### src/plc_pkg.sv
// Types and constants of the password lock controller.
`timescale 1ns / 1ps
`default_nettype none

package plc_pkg;

	localparam int DigitW = 8;
	localparam int TickW  = 16;
	localparam int FailW  = 4;
	localparam int DutyW  = 7;
	localparam int CfgIdxW  = 3;
	localparam int CfgDataW = 16;

	localparam logic [DutyW-1:0] MaxSpeed = 7'd100;

	// Operation codes
	localparam logic [1:0] OP_TICK   = 2'd0;
	localparam logic [1:0] OP_SAVE   = 2'd1;
	localparam logic [1:0] OP_OPEN   = 2'd2;
	localparam logic [1:0] OP_CHANGE = 2'd3;

	// Reply codes
	localparam logic [2:0] RPL_NONE    = 3'd0;
	localparam logic [2:0] RPL_CORRECT = 3'd1;
	localparam logic [2:0] RPL_WRONG   = 3'd2;
	localparam logic [2:0] RPL_LOCKED  = 3'd3;
	localparam logic [2:0] RPL_GRANTED = 3'd4;

	// Motor direction codes
	localparam logic [1:0] DIR_OFF = 2'd0;
	localparam logic [1:0] DIR_CW  = 2'd1;
	localparam logic [1:0] DIR_CCW = 2'd2;

	// Register indexes
	localparam logic [CfgIdxW-1:0] REG_ROTATE = 3'd0;
	localparam logic [CfgIdxW-1:0] REG_HOLD   = 3'd1;
	localparam logic [CfgIdxW-1:0] REG_ALARM  = 3'd2;
	localparam logic [CfgIdxW-1:0] REG_MAXFAIL = 3'd3;
	localparam logic [CfgIdxW-1:0] REG_DUTY   = 3'd4;

	// Register reset values
	localparam logic [TickW-1:0] RST_ROTATE  = 16'd55;
	localparam logic [TickW-1:0] RST_HOLD    = 16'd15;
	localparam logic [TickW-1:0] RST_ALARM   = 16'd250;
	localparam logic [FailW-1:0] RST_MAXFAIL = 4'd3;
	localparam logic [DutyW-1:0] RST_DUTY    = 7'd50;

	typedef struct packed {
		logic [1:0]        operation;
		logic [DigitW-1:0] digit_a;
		logic [DigitW-1:0] digit_b;
		logic [DigitW-1:0] digit_c;
		logic [DigitW-1:0] digit_d;
	} req_t;

	typedef struct packed {
		logic [2:0]       reply;
		logic [1:0]       motor_dir;
		logic [DutyW-1:0] motor_speed;
		logic             buzzer;
		logic             busy_res;
	} rsp_t;

	typedef struct packed {
		logic [TickW-1:0] rotate_ticks;
		logic [TickW-1:0] hold_ticks;
		logic [TickW-1:0] alarm_ticks;
		logic [FailW-1:0] max_failures;
		logic [DutyW-1:0] motor_duty;
	} cfg_t;

endpackage

`default_nettype wire

### src/plc_cfg.sv
// Configuration register file of the lock controller.
`timescale 1ns / 1ps
`default_nettype none

module plc_cfg (
	input  wire logic                          clk,
	input  wire logic                          arst_n,
	input  wire logic                          wr_en,
	input  wire logic [plc_pkg::CfgIdxW-1:0]   wr_index,
	input  wire logic [plc_pkg::CfgDataW-1:0]  wr_data,
	output plc_pkg::cfg_t                      cfg
);

	plc_pkg::cfg_t cfg_q;

	always_ff @(posedge clk or negedge arst_n) begin
		if (!arst_n) begin
			cfg_q.rotate_ticks <= plc_pkg::RST_ROTATE;
			cfg_q.hold_ticks   <= plc_pkg::RST_HOLD;
			cfg_q.alarm_ticks  <= plc_pkg::RST_ALARM;
			cfg_q.max_failures <= plc_pkg::RST_MAXFAIL;
			cfg_q.motor_duty   <= plc_pkg::RST_DUTY;
		end else if (wr_en) begin
			unique case (wr_index)
				plc_pkg::REG_ROTATE:  cfg_q.rotate_ticks <= wr_data;
				plc_pkg::REG_HOLD:    cfg_q.hold_ticks   <= wr_data;
				plc_pkg::REG_ALARM:   cfg_q.alarm_ticks  <= wr_data;
				plc_pkg::REG_MAXFAIL: cfg_q.max_failures <= wr_data[plc_pkg::FailW-1:0];
				plc_pkg::REG_DUTY:    cfg_q.motor_duty   <= wr_data[plc_pkg::DutyW-1:0];
				default: ;
			endcase
		end
	end

	assign cfg = cfg_q;

endmodule

`default_nettype wire

### src/plc_fsm.sv
// Lock state machine: code store, failure count, door and alarm phases.
`timescale 1ns / 1ps
`default_nettype none

module plc_fsm (
	input  wire logic          clk,
	input  wire logic          arst_n,
	input  wire plc_pkg::cfg_t cfg,
	input  wire logic          fire,
	input  wire plc_pkg::req_t item,
	output plc_pkg::rsp_t      result
);

	typedef enum logic [2:0] {
		PH_IDLE  = 3'd0,
		PH_CW    = 3'd1,
		PH_HOLD  = 3'd2,
		PH_CCW   = 3'd3,
		PH_ALARM = 3'd4
	} phase_t;

	phase_t                             phase_q, phase_n;
	logic [plc_pkg::TickW-1:0]          tick_q, tick_n, tick_inc, phase_len;
	logic [plc_pkg::FailW-1:0]          fail_q, fail_n, fail_inc;
	logic [3:0][plc_pkg::DigitW-1:0]    code_q, code_n, digits;
	logic [2:0]                         reply_n;
	logic                               match;
	plc_pkg::rsp_t                      rsp_n, rsp_q;

	assign digits   = {item.digit_a, item.digit_b, item.digit_c, item.digit_d};
	assign match    = (digits == code_q);
	assign tick_inc = tick_q + plc_pkg::TickW'(1);
	assign fail_inc = fail_q + plc_pkg::FailW'(1);

	always_comb begin
		unique case (phase_q)
			PH_HOLD:  phase_len = cfg.hold_ticks;
			PH_ALARM: phase_len = cfg.alarm_ticks;
			default:  phase_len = cfg.rotate_ticks;
		endcase
	end

	always_comb begin
		phase_n = phase_q;
		tick_n  = tick_q;
		fail_n  = fail_q;
		code_n  = code_q;
		reply_n = plc_pkg::RPL_NONE;
		if (phase_q != PH_IDLE || item.operation == plc_pkg::OP_TICK) begin
			// advance the running phase; a request while busy counts as a tick
			if (phase_q != PH_IDLE) begin
				tick_n = tick_inc;
				if (tick_inc >= phase_len) begin
					tick_n = '0;
					unique case (phase_q)
						PH_CW:   phase_n = PH_HOLD;
						PH_HOLD: phase_n = PH_CCW;
						default: phase_n = PH_IDLE;
					endcase
				end
			end
		end else if (item.operation == plc_pkg::OP_SAVE) begin
			code_n = digits;
		end else if (match) begin
			if (item.operation == plc_pkg::OP_OPEN) begin
				fail_n  = '0;
				reply_n = plc_pkg::RPL_CORRECT;
				phase_n = PH_CW;
				tick_n  = '0;
			end else begin
				reply_n = plc_pkg::RPL_GRANTED;
			end
		end else if (fail_inc >= cfg.max_failures) begin
			fail_n  = '0;
			reply_n = plc_pkg::RPL_LOCKED;
			phase_n = PH_ALARM;
			tick_n  = '0;
		end else begin
			fail_n  = fail_inc;
			reply_n = plc_pkg::RPL_WRONG;
		end
	end

	always_comb begin
		rsp_n.reply       = reply_n;
		rsp_n.motor_dir   = plc_pkg::DIR_OFF;
		rsp_n.motor_speed = '0;
		if (phase_n == PH_CW || phase_n == PH_CCW) begin
			rsp_n.motor_dir   = (phase_n == PH_CW) ? plc_pkg::DIR_CW : plc_pkg::DIR_CCW;
			rsp_n.motor_speed = (cfg.motor_duty > plc_pkg::MaxSpeed) ? plc_pkg::MaxSpeed
				: cfg.motor_duty;
		end
		rsp_n.buzzer   = (phase_n == PH_ALARM);
		rsp_n.busy_res = (phase_n != PH_IDLE);
	end

	always_ff @(posedge clk or negedge arst_n) begin
		if (!arst_n) begin
			phase_q <= PH_IDLE;
			tick_q  <= '0;
			fail_q  <= '0;
			code_q  <= '0;
		end else if (fire) begin
			phase_q <= phase_n;
			tick_q  <= tick_n;
			fail_q  <= fail_n;
			code_q  <= code_n;
		end
	end

	// result register: payload only, valid lives in the top level
	always_ff @(posedge clk) begin
		if (fire) begin
			rsp_q <= rsp_n;
		end
	end

	assign result = rsp_q;

endmodule

`default_nettype wire

### src/password_lock_controller_core.sv
// Top level of the password lock controller.
// One request or timer tick is taken per item and every item yields exactly one result
// showing the reply and the motor, buzzer and busy state after it. The block sustains
// one item per clock while the output side takes its results: an input register holds
// the accepted item, and the state machine updates the code store, failure count and
// phase counter in one pass and loads the result register, from which the result is
// taken. The result register frees whenever its item is taken or moves on, which keeps
// req_ready high while the output side drains; with both registers full and the output
// stalled, req_ready drops. Requests that arrive during the door sequence or the alarm
// only advance the phase counter and reply none. Configuration writes are taken in
// every cycle (cfg_ready is always high); indexes beyond the five registers are dropped.
`timescale 1ns / 1ps
`default_nettype none

module password_lock_controller_core (
	input  wire logic                         clk,
	input  wire logic                         arst_n,
	input  wire logic                         req_valid,
	output logic                              req_ready,
	input  wire plc_pkg::req_t                req,
	output logic                              rsp_valid,
	input  wire logic                         rsp_ready,
	output plc_pkg::rsp_t                     rsp,
	input  wire logic                         cfg_valid,
	output logic                              cfg_ready,
	input  wire logic [plc_pkg::CfgIdxW-1:0]  cfg_index,
	input  wire logic [plc_pkg::CfgDataW-1:0] cfg_data
);

	plc_pkg::cfg_t cfg;
	plc_pkg::req_t item_s1;
	logic          valid_s1;
	logic          fire;
	logic          rsp_valid_q;

	// register file: always ready
	assign cfg_ready = 1'b1;

	plc_cfg u_cfg (
		.clk      (clk),
		.arst_n   (arst_n),
		.wr_en    (cfg_valid & cfg_ready),
		.wr_index (cfg_index),
		.wr_data  (cfg_data),
		.cfg      (cfg)
	);

	// advance the held item when the result register is empty or being drained
	assign fire      = valid_s1 & (~rsp_valid_q | rsp_ready);
	assign req_ready = ~valid_s1 | fire;

	always_ff @(posedge clk or negedge arst_n) begin
		if (!arst_n) begin
			valid_s1 <= 1'b0;
		end else if (req_ready) begin
			valid_s1 <= req_valid;
		end
	end

	// hold the item payload until it moves into the state machine
	always_ff @(posedge clk) begin
		if (req_valid & req_ready) begin
			item_s1 <= req;
		end
	end

	plc_fsm u_fsm (
		.clk    (clk),
		.arst_n (arst_n),
		.cfg    (cfg),
		.fire   (fire),
		.item   (item_s1),
		.result (rsp)
	);

	// result valid: set on each processed item, drop when taken without replacement
	always_ff @(posedge clk or negedge arst_n) begin
		if (!arst_n) begin
			rsp_valid_q <= 1'b0;
		end else if (fire) begin
			rsp_valid_q <= 1'b1;
		end else if (rsp_ready) begin
			rsp_valid_q <= 1'b0;
		end
	end

	assign rsp_valid = rsp_valid_q;

endmodule

`default_nettype wire

### config.mk
export PLATFORM = sky130hd
export DESIGN_NAME = password_lock_controller_core
export DESIGN_NICKNAME = d
export VERILOG_FILES = /design/src/plc_pkg.sv /design/src/plc_cfg.sv /design/src/plc_fsm.sv /design/src/password_lock_controller_core.sv
export SDC_FILE = /design/constraint.sdc
export NUM_CORES = 1
export LEC_CHECK = 0
export BUFFER_PORTS_ARGS = -buffer_cell sky130_fd_sc_hd__buf_4
export CELL_PAD_IN_SITES_DETAIL_PLACEMENT = 1
export CELL_PAD_IN_SITES_GLOBAL_PLACEMENT = 1
export CORE_MARGIN = 1.5
export CORE_UTILIZATION = 52
export DETAILED_ROUTE_END_ITERATION = 7
export PLACE_DENSITY_LB_ADDON = 0.1
export SLEW_MARGIN = 20
export SYNTH_ARGS = -nofsm -noshare
export SYNTH_HDL_FRONTEND = slang
export SYNTH_SLANG_ARGS = --single-unit
### constraint.sdc
create_clock -name clk -period 6 [get_ports clk]
set_clock_uncertainty 0.15 [all_clocks]
set_input_delay 0.3 -clock clk [delete_from_list [all_inputs] [get_ports clk]]
set_output_delay 0.3 -clock clk [all_outputs]
set_load 0.01 [all_outputs]
==> summary.md, run 1 <==
| Metric | Value |
|---|---|
| Post-Syn Instances | a little under 600 |
| Final hold vios | 0 |
| Cts bufs inserted | 17 |
| Std-Cell Rows | 43 |
| Initial antenna violation count | 0 |
| H-Tree Depth | 4 |
| Syn Nets | about 660 |
| Worst Hold End | u_cfg.cfg[3]$_DFFE_PN0P_ |
| Critical path cell sequence | and3_1 -> nand3_1 -> nor2_1 -> and3_1 -> and3_1 -> xnor2_1 -> inv_1 -> ha_1 -> nand4_1 -> nor3_2 -> o311ai_2 -> and2_1 -> a311oi_1 -> nand2b_1 -> nor2_1 |
| Number of synthesized register bits | roughly 160 |
| DP HPWL | about 11 mm |
| Area grow syn2layout | 25.0% |
| # setup viols final | 0 |
| Setup slack, reg-to-reg | between 1500 and 2000 ps |
| Actual slew at the worst max-slew pin | 1030 ps |
| Die Y | roughly 120 µm |
| FILL cells | between 1000 and 1500 |
| Async SR Flop Fraction | between 70% and 80% |
| Max Slew Vio Count | 0 |
| Clock Latency Late Sink | between 400 and 500 ps |
| Postcts setup bufs | 0 |
| Initial core utilization | between 50% and 60% |
| I/O pins | 75 |
| Hold slack | about 19 ps |
| Max Fclk | around 0.22 GHz |
| Clock power frac | a little under a third |
| Area contributors post-synth | dfrtp_1 32%, edfxtp_1 19%, mux2_2 12% |
| Clock Tree Buf Depth | 2 |
| Internal power | around 2.4 mW |
| CTS tree | built |
| FF-to-FF End | u_fsm.result[10]$_SDFFCE_PN0P_ |
| CP Buf/Inv Count | 1 |
| CP Launch Type | register |
| Yosys top cell by area | dfrtp_1 |
| Slew HR | between 30% and 40% |
| Crit. End Element | register |
| Max FO, Critical Path | 9 |
| HP Class | in2reg |
| Total Routing Usage GR | about 27% |
| Number of global-route vias before repair | ~5800 |
| CP Class | reg2reg |
| Vias per cell | between 5 and 6 |
| Area share of the largest cell type after synthesis | 31.9% |
| Initial DRC Count | 260 |
| Post-Place Cells | 827 |
| Worst VDD drop | ~0.23 mV |
| Slowest cell on the critical path | a311oi_1 |
| Post-synthesis sequential area ratio | ~58% |
| Top cell by count, worst path | and3_1 |
| Count of different cell masters after synthesis | 55 |
| Synth Warn # | 0 |
| Data required, critical path | 6010 ps |
| Die W | roughly 120 µm |
| Post_cts resized | 0 |
| Cells on worst reg2reg path | 15 |
| Final Cell Area | between 9000 and 10000 µm² |
| Clock slew at reported path FFs | 70 ps |
| Net switching power | between 1 and 1.5 mW |
| Hold path depth | 2 |
| Max Cap Violations | 0 |
| Total core area | 14000 µm² |
| Power per cell area | around 380 nW/µm² |
| Min Tclk post-route | 4490 ps |
| Crit path DAT | approximately 4500 ps |
| Largest net degree at the start of global routing | 61 |
| TritonCTS Sinks | between 150 and 200 |
| TNS Setup | 0 ps |
| Hold Path Origin | cfg_data[3] |
| Layout Cells excl Fill | 911 |
| Reg-to-Reg Start | u_fsm.tick_q[0]$_DFFE_PN0P_ |
| Status | finished, final reports clean |
| Final nets | ~800 |
| Layout cell share with drive strength beyond 1 | between 30% and 40% |
| DRT Pass-1 Iters | 4 |
| Number of synthesized flops with an enable pin | 48 |
| Mean post-synth cell area | 12.9 µm² |
| DRC violations left | 0 |
| Mapped Area | roughly 7500 µm² |
| Die ar. | roughly 15000 µm² |
| Final Total Pwr | approximately 3.6 mW |
| Tcrit/Tclk final | around three quarters |
| Routability cong. | between 0.7 and 0.8 |
| Cts hold-fix bufs | 52 |
| PortBufs | 73 |
| Clock root cell | clkbuf_16 |
| Post-DR wirelength/cell | ~21 µm |
| Placed instance area | roughly 8300 µm² |
| Biggest cell delay along the critical path | around 540 ps |
| Final wirelength | about 19 mm |
| Final global-route overflow total | 0 |
| Switching share of total power | 33.2% |
| First-pass GRT wire length | approximately 31 mm |
| Via Count | 5204 |
| Number of antenna diodes | 0 |
| Most used DFF post-synth | dfrtp_1 |
| RSZ-0062 raised after global routing | no |
| Antenna viol nets, final | 0 |
| Seq pwr share | between 40% and 50% |
| Static leakage | between 4 and 5 nW |
| Crit path max-delay family | simple AND/OR/NAND/NOR gates |
| Combinational share of power | roughly a quarter |
==> cell usage after synthesis (15+ instances only) <==
library cell  number
a21oi_1           25
a22o_1            15
dfrtp_1           96
dfstp_2           20
edfxtp_1          48
ha_1              22
inv_1             16
mux2_2            81
nand2_1           40
nand2b_1          16
nor2_1            25
o21ai_1           15
xor2_1            36
==> logic make-up (layout without fill, tap and decap cells) <==
| group | after synthesis | count (layout) | share of synthesized area, % |
|---|---|---|---|
| compound gates | 91 | 91 | 8.23 |
| flops | 164 | 164 | 58.1 |
| xor+xnor | 46 | 46 | 5.35 |
| fa+ha+maj | 22 | 22 | 3.66 |
| other cells | 1 | 1 | 0.0498 |
| buf+inv | 35 | 182 | 1.96 |
| mux | 90 | 90 | 13.5 |
| simple gates | 135 | 135 | 9.23 |
==> metrics by stage <==
stage / worst slack (ps) / utilization, %
after floorplan: 2230 / -
after global placement: 1670 / 59.2
after detailed placement: 1590 / 59.2
after CTS: 1500 / 67.2
after global routing: 1170 / 67.2
final: 1510 / 67.2
==> flip-flops by register name, summed over array words and instances, names as in the netlist <==
register       count
valid_s1           1
item_s1           34
u_fsm.fail_q       4
rsp_valid          1
u_fsm.code_q      32
u_fsm.tick_q      16
u_fsm.phase_q      3
u_cfg.cfg         59
u_fsm.result      14
==> worst register-to-register path, stage by stage (launching register included) <==
cell	delay, ps
dfrtp_1	440
and3_1	180
nand3_1	210
nor2_1	290
and3_1	290
and3_1	200
xnor2_1	150
inv_1	70
ha_1	320
nand4_1	150
nor3_2	280
o311ai_2	200
and2_1	220
a311oi_1	540
nand2b_1	420
nor2_1	110
==> metal layers <==
metal  part of all wire [%]  up-vias  GRT usage [%]
li1                       -     2379              -
met1                     41     2672           32.5
met2                     52      118           47.5
met3                    3.6       35           6.69
met4                    2.8        0           10.8
met5                      0        -              0
==> final cells by class <==
type	count	area, µm²	share of cell area, %
Clock buffer	17	425	4.52
Clock inverter	15	170	1.81
Inverter	17	63.8	0.679
Multi-Input combinational cell	385	3020	32.1
Sequential cell	164	4370	46.5
Tap cell	180	225	2.40
Timing Repair Buffer	133	1130	12.0
==> worst max path at each step <==
stage | endpoint | from | cells past startpoint
floorplan | u_fsm.result[10]$_SDFFCE_PN0P_ | u_fsm.tick_q[0]$_DFFE_PN0P_ | 16
global placement | u_fsm.result[6]$_SDFFCE_PP0P_ | u_fsm.phase_q[2]$_DFFE_PN0P_ | 11
detailed placement | u_fsm.result[10]$_SDFFCE_PN0P_ | u_fsm.tick_q[0]$_DFFE_PN0P_ | 15
CTS | u_fsm.result[10]$_SDFFCE_PN0P_ | u_fsm.tick_q[0]$_DFFE_PN0P_ | 15
global route | u_fsm.result[10]$_SDFFCE_PN0P_ | u_fsm.tick_q[0]$_DFFE_PN0P_ | 14
finish | u_fsm.result[10]$_SDFFCE_PN0P_ | u_fsm.tick_q[0]$_DFFE_PN0P_ | 15
==> power by group through the flow <==
| stage | sequential (mW) | clock [mW] | combinational [mW] |
|---|---|---|---|
| finish | 1.56 | 1.09 | 0.909 |
| detailed placement | 1.57 | 0 | 0.850 |
| global route | 1.58 | 1.14 | 0.994 |
| floorplan | 1.52 | 0 | 0.604 |
| CTS | 1.55 | 1.09 | 0.893 |
| global placement | 1.54 | 0 | 0.798 |
==> layout by cell type, fill, tap and decap left out, types with 17 or more instances in the layout <==
cell	count
dfrtp_1	96
mux2_2	81
buf_4	81
dlygate4sd3_1	52
edfxtp_1	48
nand2_1	40
xor2_1	36
a21oi_1	25
nor2_1	24
ha_1	22
dfstp_2	20
clkbuf_16	17
Note: power is estimated with default switching activity, not from simulation.
==> run 2, diff against run 1 <==
--- a/config.mk
+++ b/config.mk
@@ -9,7 +9,7 @@
 export CELL_PAD_IN_SITES_DETAIL_PLACEMENT = 1
 export CELL_PAD_IN_SITES_GLOBAL_PLACEMENT = 1
 export CORE_MARGIN = 1.5
-export CORE_UTILIZATION = 52
+export CORE_UTILIZATION = 48
 export DETAILED_ROUTE_END_ITERATION = 7
 export PLACE_DENSITY_LB_ADDON = 0.1
 export SLEW_MARGIN = 20
==> constraint.sdc (replaced) <==
create_clock -name clk -period 4.31 [get_ports clk]
set_clock_uncertainty 0.15 [all_clocks]
set_input_delay 0.2155 -clock clk [delete_from_list [all_inputs] [get_ports clk]]
set_output_delay 0.2155 -clock clk [all_outputs]
set_load 0.01 [all_outputs]
==> summary.md, run 2 (synthesized netlist as in run 1, its figures left out) <==
| Metric | Value |
|---|---|
| Status | finished, final reports clean |
| Layout cell share with drive strength beyond 1 | 31.8% (+0.98 points) |
| CP Launch Type | register |
| Final hold vios | 0 (unchanged) |
| Final nets | 807 (+1.1%) |
| Worst VDD drop | 0.373 mV (+59%) |
| DP HPWL | 11.2 mm (-1.8%) |
| Cts bufs inserted | 17 (unchanged) |
| Data required, critical path | 4350 ps (-1660 ps) |
| CP Class | reg2reg |
| Final global-route overflow total | 0 (unchanged) |
| Actual slew at the worst max-slew pin | 1060 ps (+33.8 ps) |
| Max Fclk | 0.249 GHz (+12%) |
| Slew HR | 29.1% (-2.3 points) |
| Min Tclk post-route | 4010 ps (-475 ps) |
| HP Class | in2reg |
| PortBufs | 73 (unchanged) |
| Die W | 128 µm (+4.0%) |
| Largest net degree at the start of global routing | 53 (-13%) |
| Clock root cell | clkbuf_16 |
| Clock slew at reported path FFs | 70 ps (about the same) |
| Vias per cell | 5.36 (-6.3%) |
| Total Routing Usage GR | 24.6% (-2.7 points) |
| DRT Pass-1 Iters | 5 (+1) |
| Clock Tree Buf Depth | 2 (unchanged) |
| Die Y | 128 µm (+4.0%) |
| Final wirelength | 18.7 mm (-3.9%) |
| Die ar. | 16400 µm² (+8.1%) |
| Footprint of the multi-input gates | 3030 µm² (+0.46%) |
| Crit. End Element | register |
| Initial antenna violation count | 0 (unchanged) |
| Largest register FFs | 59 (unchanged) |
| RSZ-0062 raised after global routing | no |
| Number of global-route vias before repair | 5882 (+1.6%) |
| Final Total Pwr | 5.04 mW (+42%) |
| Most frequent cells in the layout | 96 x dfrtp_1, 88 x buf_4, 81 x mux2_2 |
| Commonest non-fill, non-tap cell in the layout | dfrtp_1 |
| H-Tree Depth | 4 (unchanged) |
| Antenna viol nets, final | 0 (unchanged) |
| Tcrit/Tclk final | 93.1% (+18 points) |
| Area grow syn2layout | 27.1% |
| Via Count | 5098 (-2.0%) |
| Clock Latency Late Sink | 440 ps (about the same) |
| Max Cap Violations | 0 (unchanged) |
| Static leakage | 4.21 nW (+1.8%) |
| Routability cong. | 0.829 (+7.0%) |
| TritonCTS Sinks | 164 (unchanged) |
| I/O pins | 75 (unchanged) |
| CTS tree | built |
| DRC violations left | 0 (unchanged) |
| Total core area | 15300 µm² (+9.1%) |
| First-pass GRT wire length | 30.7 mm (+0.52%) |
| Initial core utilization | 49.3% (-4.5 points) |
| TNS Setup | 0 ps (unchanged) |
| Max Slew Vio Count | 0 (unchanged) |
| FILL cells | 1437 (+6.5%) |
| Max FO, Critical Path | 9 (unchanged) |
| Power per cell area | 527 nW/µm² (+39%) |
| Std-Cell Rows | 45 (+4.7%) |
| # setup viols final | 0 (unchanged) |
| Crit path DAT | 4050 ps (-450 ps) |
| Post-DR wirelength/cell | 19.7 µm (-8.0%) |
| Reg area | 4370 µm² (unchanged) |
| Initial DRC Count | 199 (-23%) |
==> run 2: changes by cell type in the layout (fill, tap and decap cells not counted), moves of 2 or more <==
cell           before  now
buf_4              81   88
bufinv_16           0    2
clkinv_8            5    3
dlygate4sd3_1      52   54
inv_6               3    5
==> run 2: worst paths after layout <==
kind,start,to,slack (ps),cells after the start
worst max-delay path,u_fsm.tick_q[0]$_DFFE_PN0P_,u_fsm.result[6]$_SDFFCE_PP0P_,300,15
min in group asynchronous,arst_n,u_cfg.cfg[33]$_DFFE_PN0P_,210,2
worst min register to register,u_cfg.cfg[37]$_DFFE_PN0P_,u_cfg.cfg[37]$_DFFE_PN0P_,360,1
worst min-delay path,cfg_index[0],u_cfg.cfg[5]$_DFFE_PN1P_,30,4
worst max register to register,u_fsm.tick_q[0]$_DFFE_PN0P_,u_fsm.result[6]$_SDFFCE_PP0P_,300,15
max in group asynchronous,arst_n,u_cfg.cfg[44]$_DFFE_PN1P_,2780,3
==> run 2: final cells by class <==
cell class | count | share of cell area, %
inverter | 17 | 0.667
multi-input combinational | 385 | 31.7
sequential | 164 | 45.7
tap | 211 | 2.76
antenna | 1 | 0.0262
timing repair buffer | 142 | 12.6
clock inverter | 15 | 2.13
clock buffer | 17 | 4.45
==> run 2: repair_timing <==
item | 4_1_cts | 5_1_grt
endpoints found under the setup margin | 0 | 9
buffers inserted | 0 | 0
endpoints found under the hold margin | 138 | 0
hold buffers | 54 | 0
gates resized for setup | 0 | 3
==> run 2: layer usage <==
metal / vias to the layer above / global-route usage [%] / part of all wire, %
met3: 21 / 4.55 / 2.1
met2: 78 / 45.7 / 55
li1: 2397 / - / -
met4: 0 / 6.81 / 1.2
met5: - / 0 / 0
met1: 2602 / 29.0 / 42
==> run 2: power breakdown <==
part           switching, mW  total [mW]  internal, mW
registers              0.229        2.17          1.94
logic                  0.657        1.27         0.612
clock network          0.712        1.60         0.890
total                   1.60        5.04          3.44
==> run 2: worst max-delay path, stage by stage, from the launching register on <==
cell and delay (ps):
dfrtp_1 430, and3_1 190, nand3_1 220, nor2_1 210, and3_1 270, and3_1 190, xnor2_1 180, inv_1 80
ha_1 310, nand4_1 150, nor3_2 320, o311ai_2 180, and2_1 230, a311oi_2 350, nand2b_4 260, nor2_1 70
==> run 2: stage by stage <==
step | hold WS (ps) | worst slack, ps | util (%) | cells | area, µm²
final | 32.5 | 295 | 62.7 | 952 | 9560
after global routing | 40.8 | 31.8 | 62.7 | 951 | 9560
after CTS | 88.8 | 55.9 | 62.5 | 951 | 9540
after detailed placement | 137 | 138 | 54.9 | 865 | 8370
after global placement | 126 | 352 | 54.9 | 865 | 8370
after floorplan | -230 | 544 | - | 584 | 7520
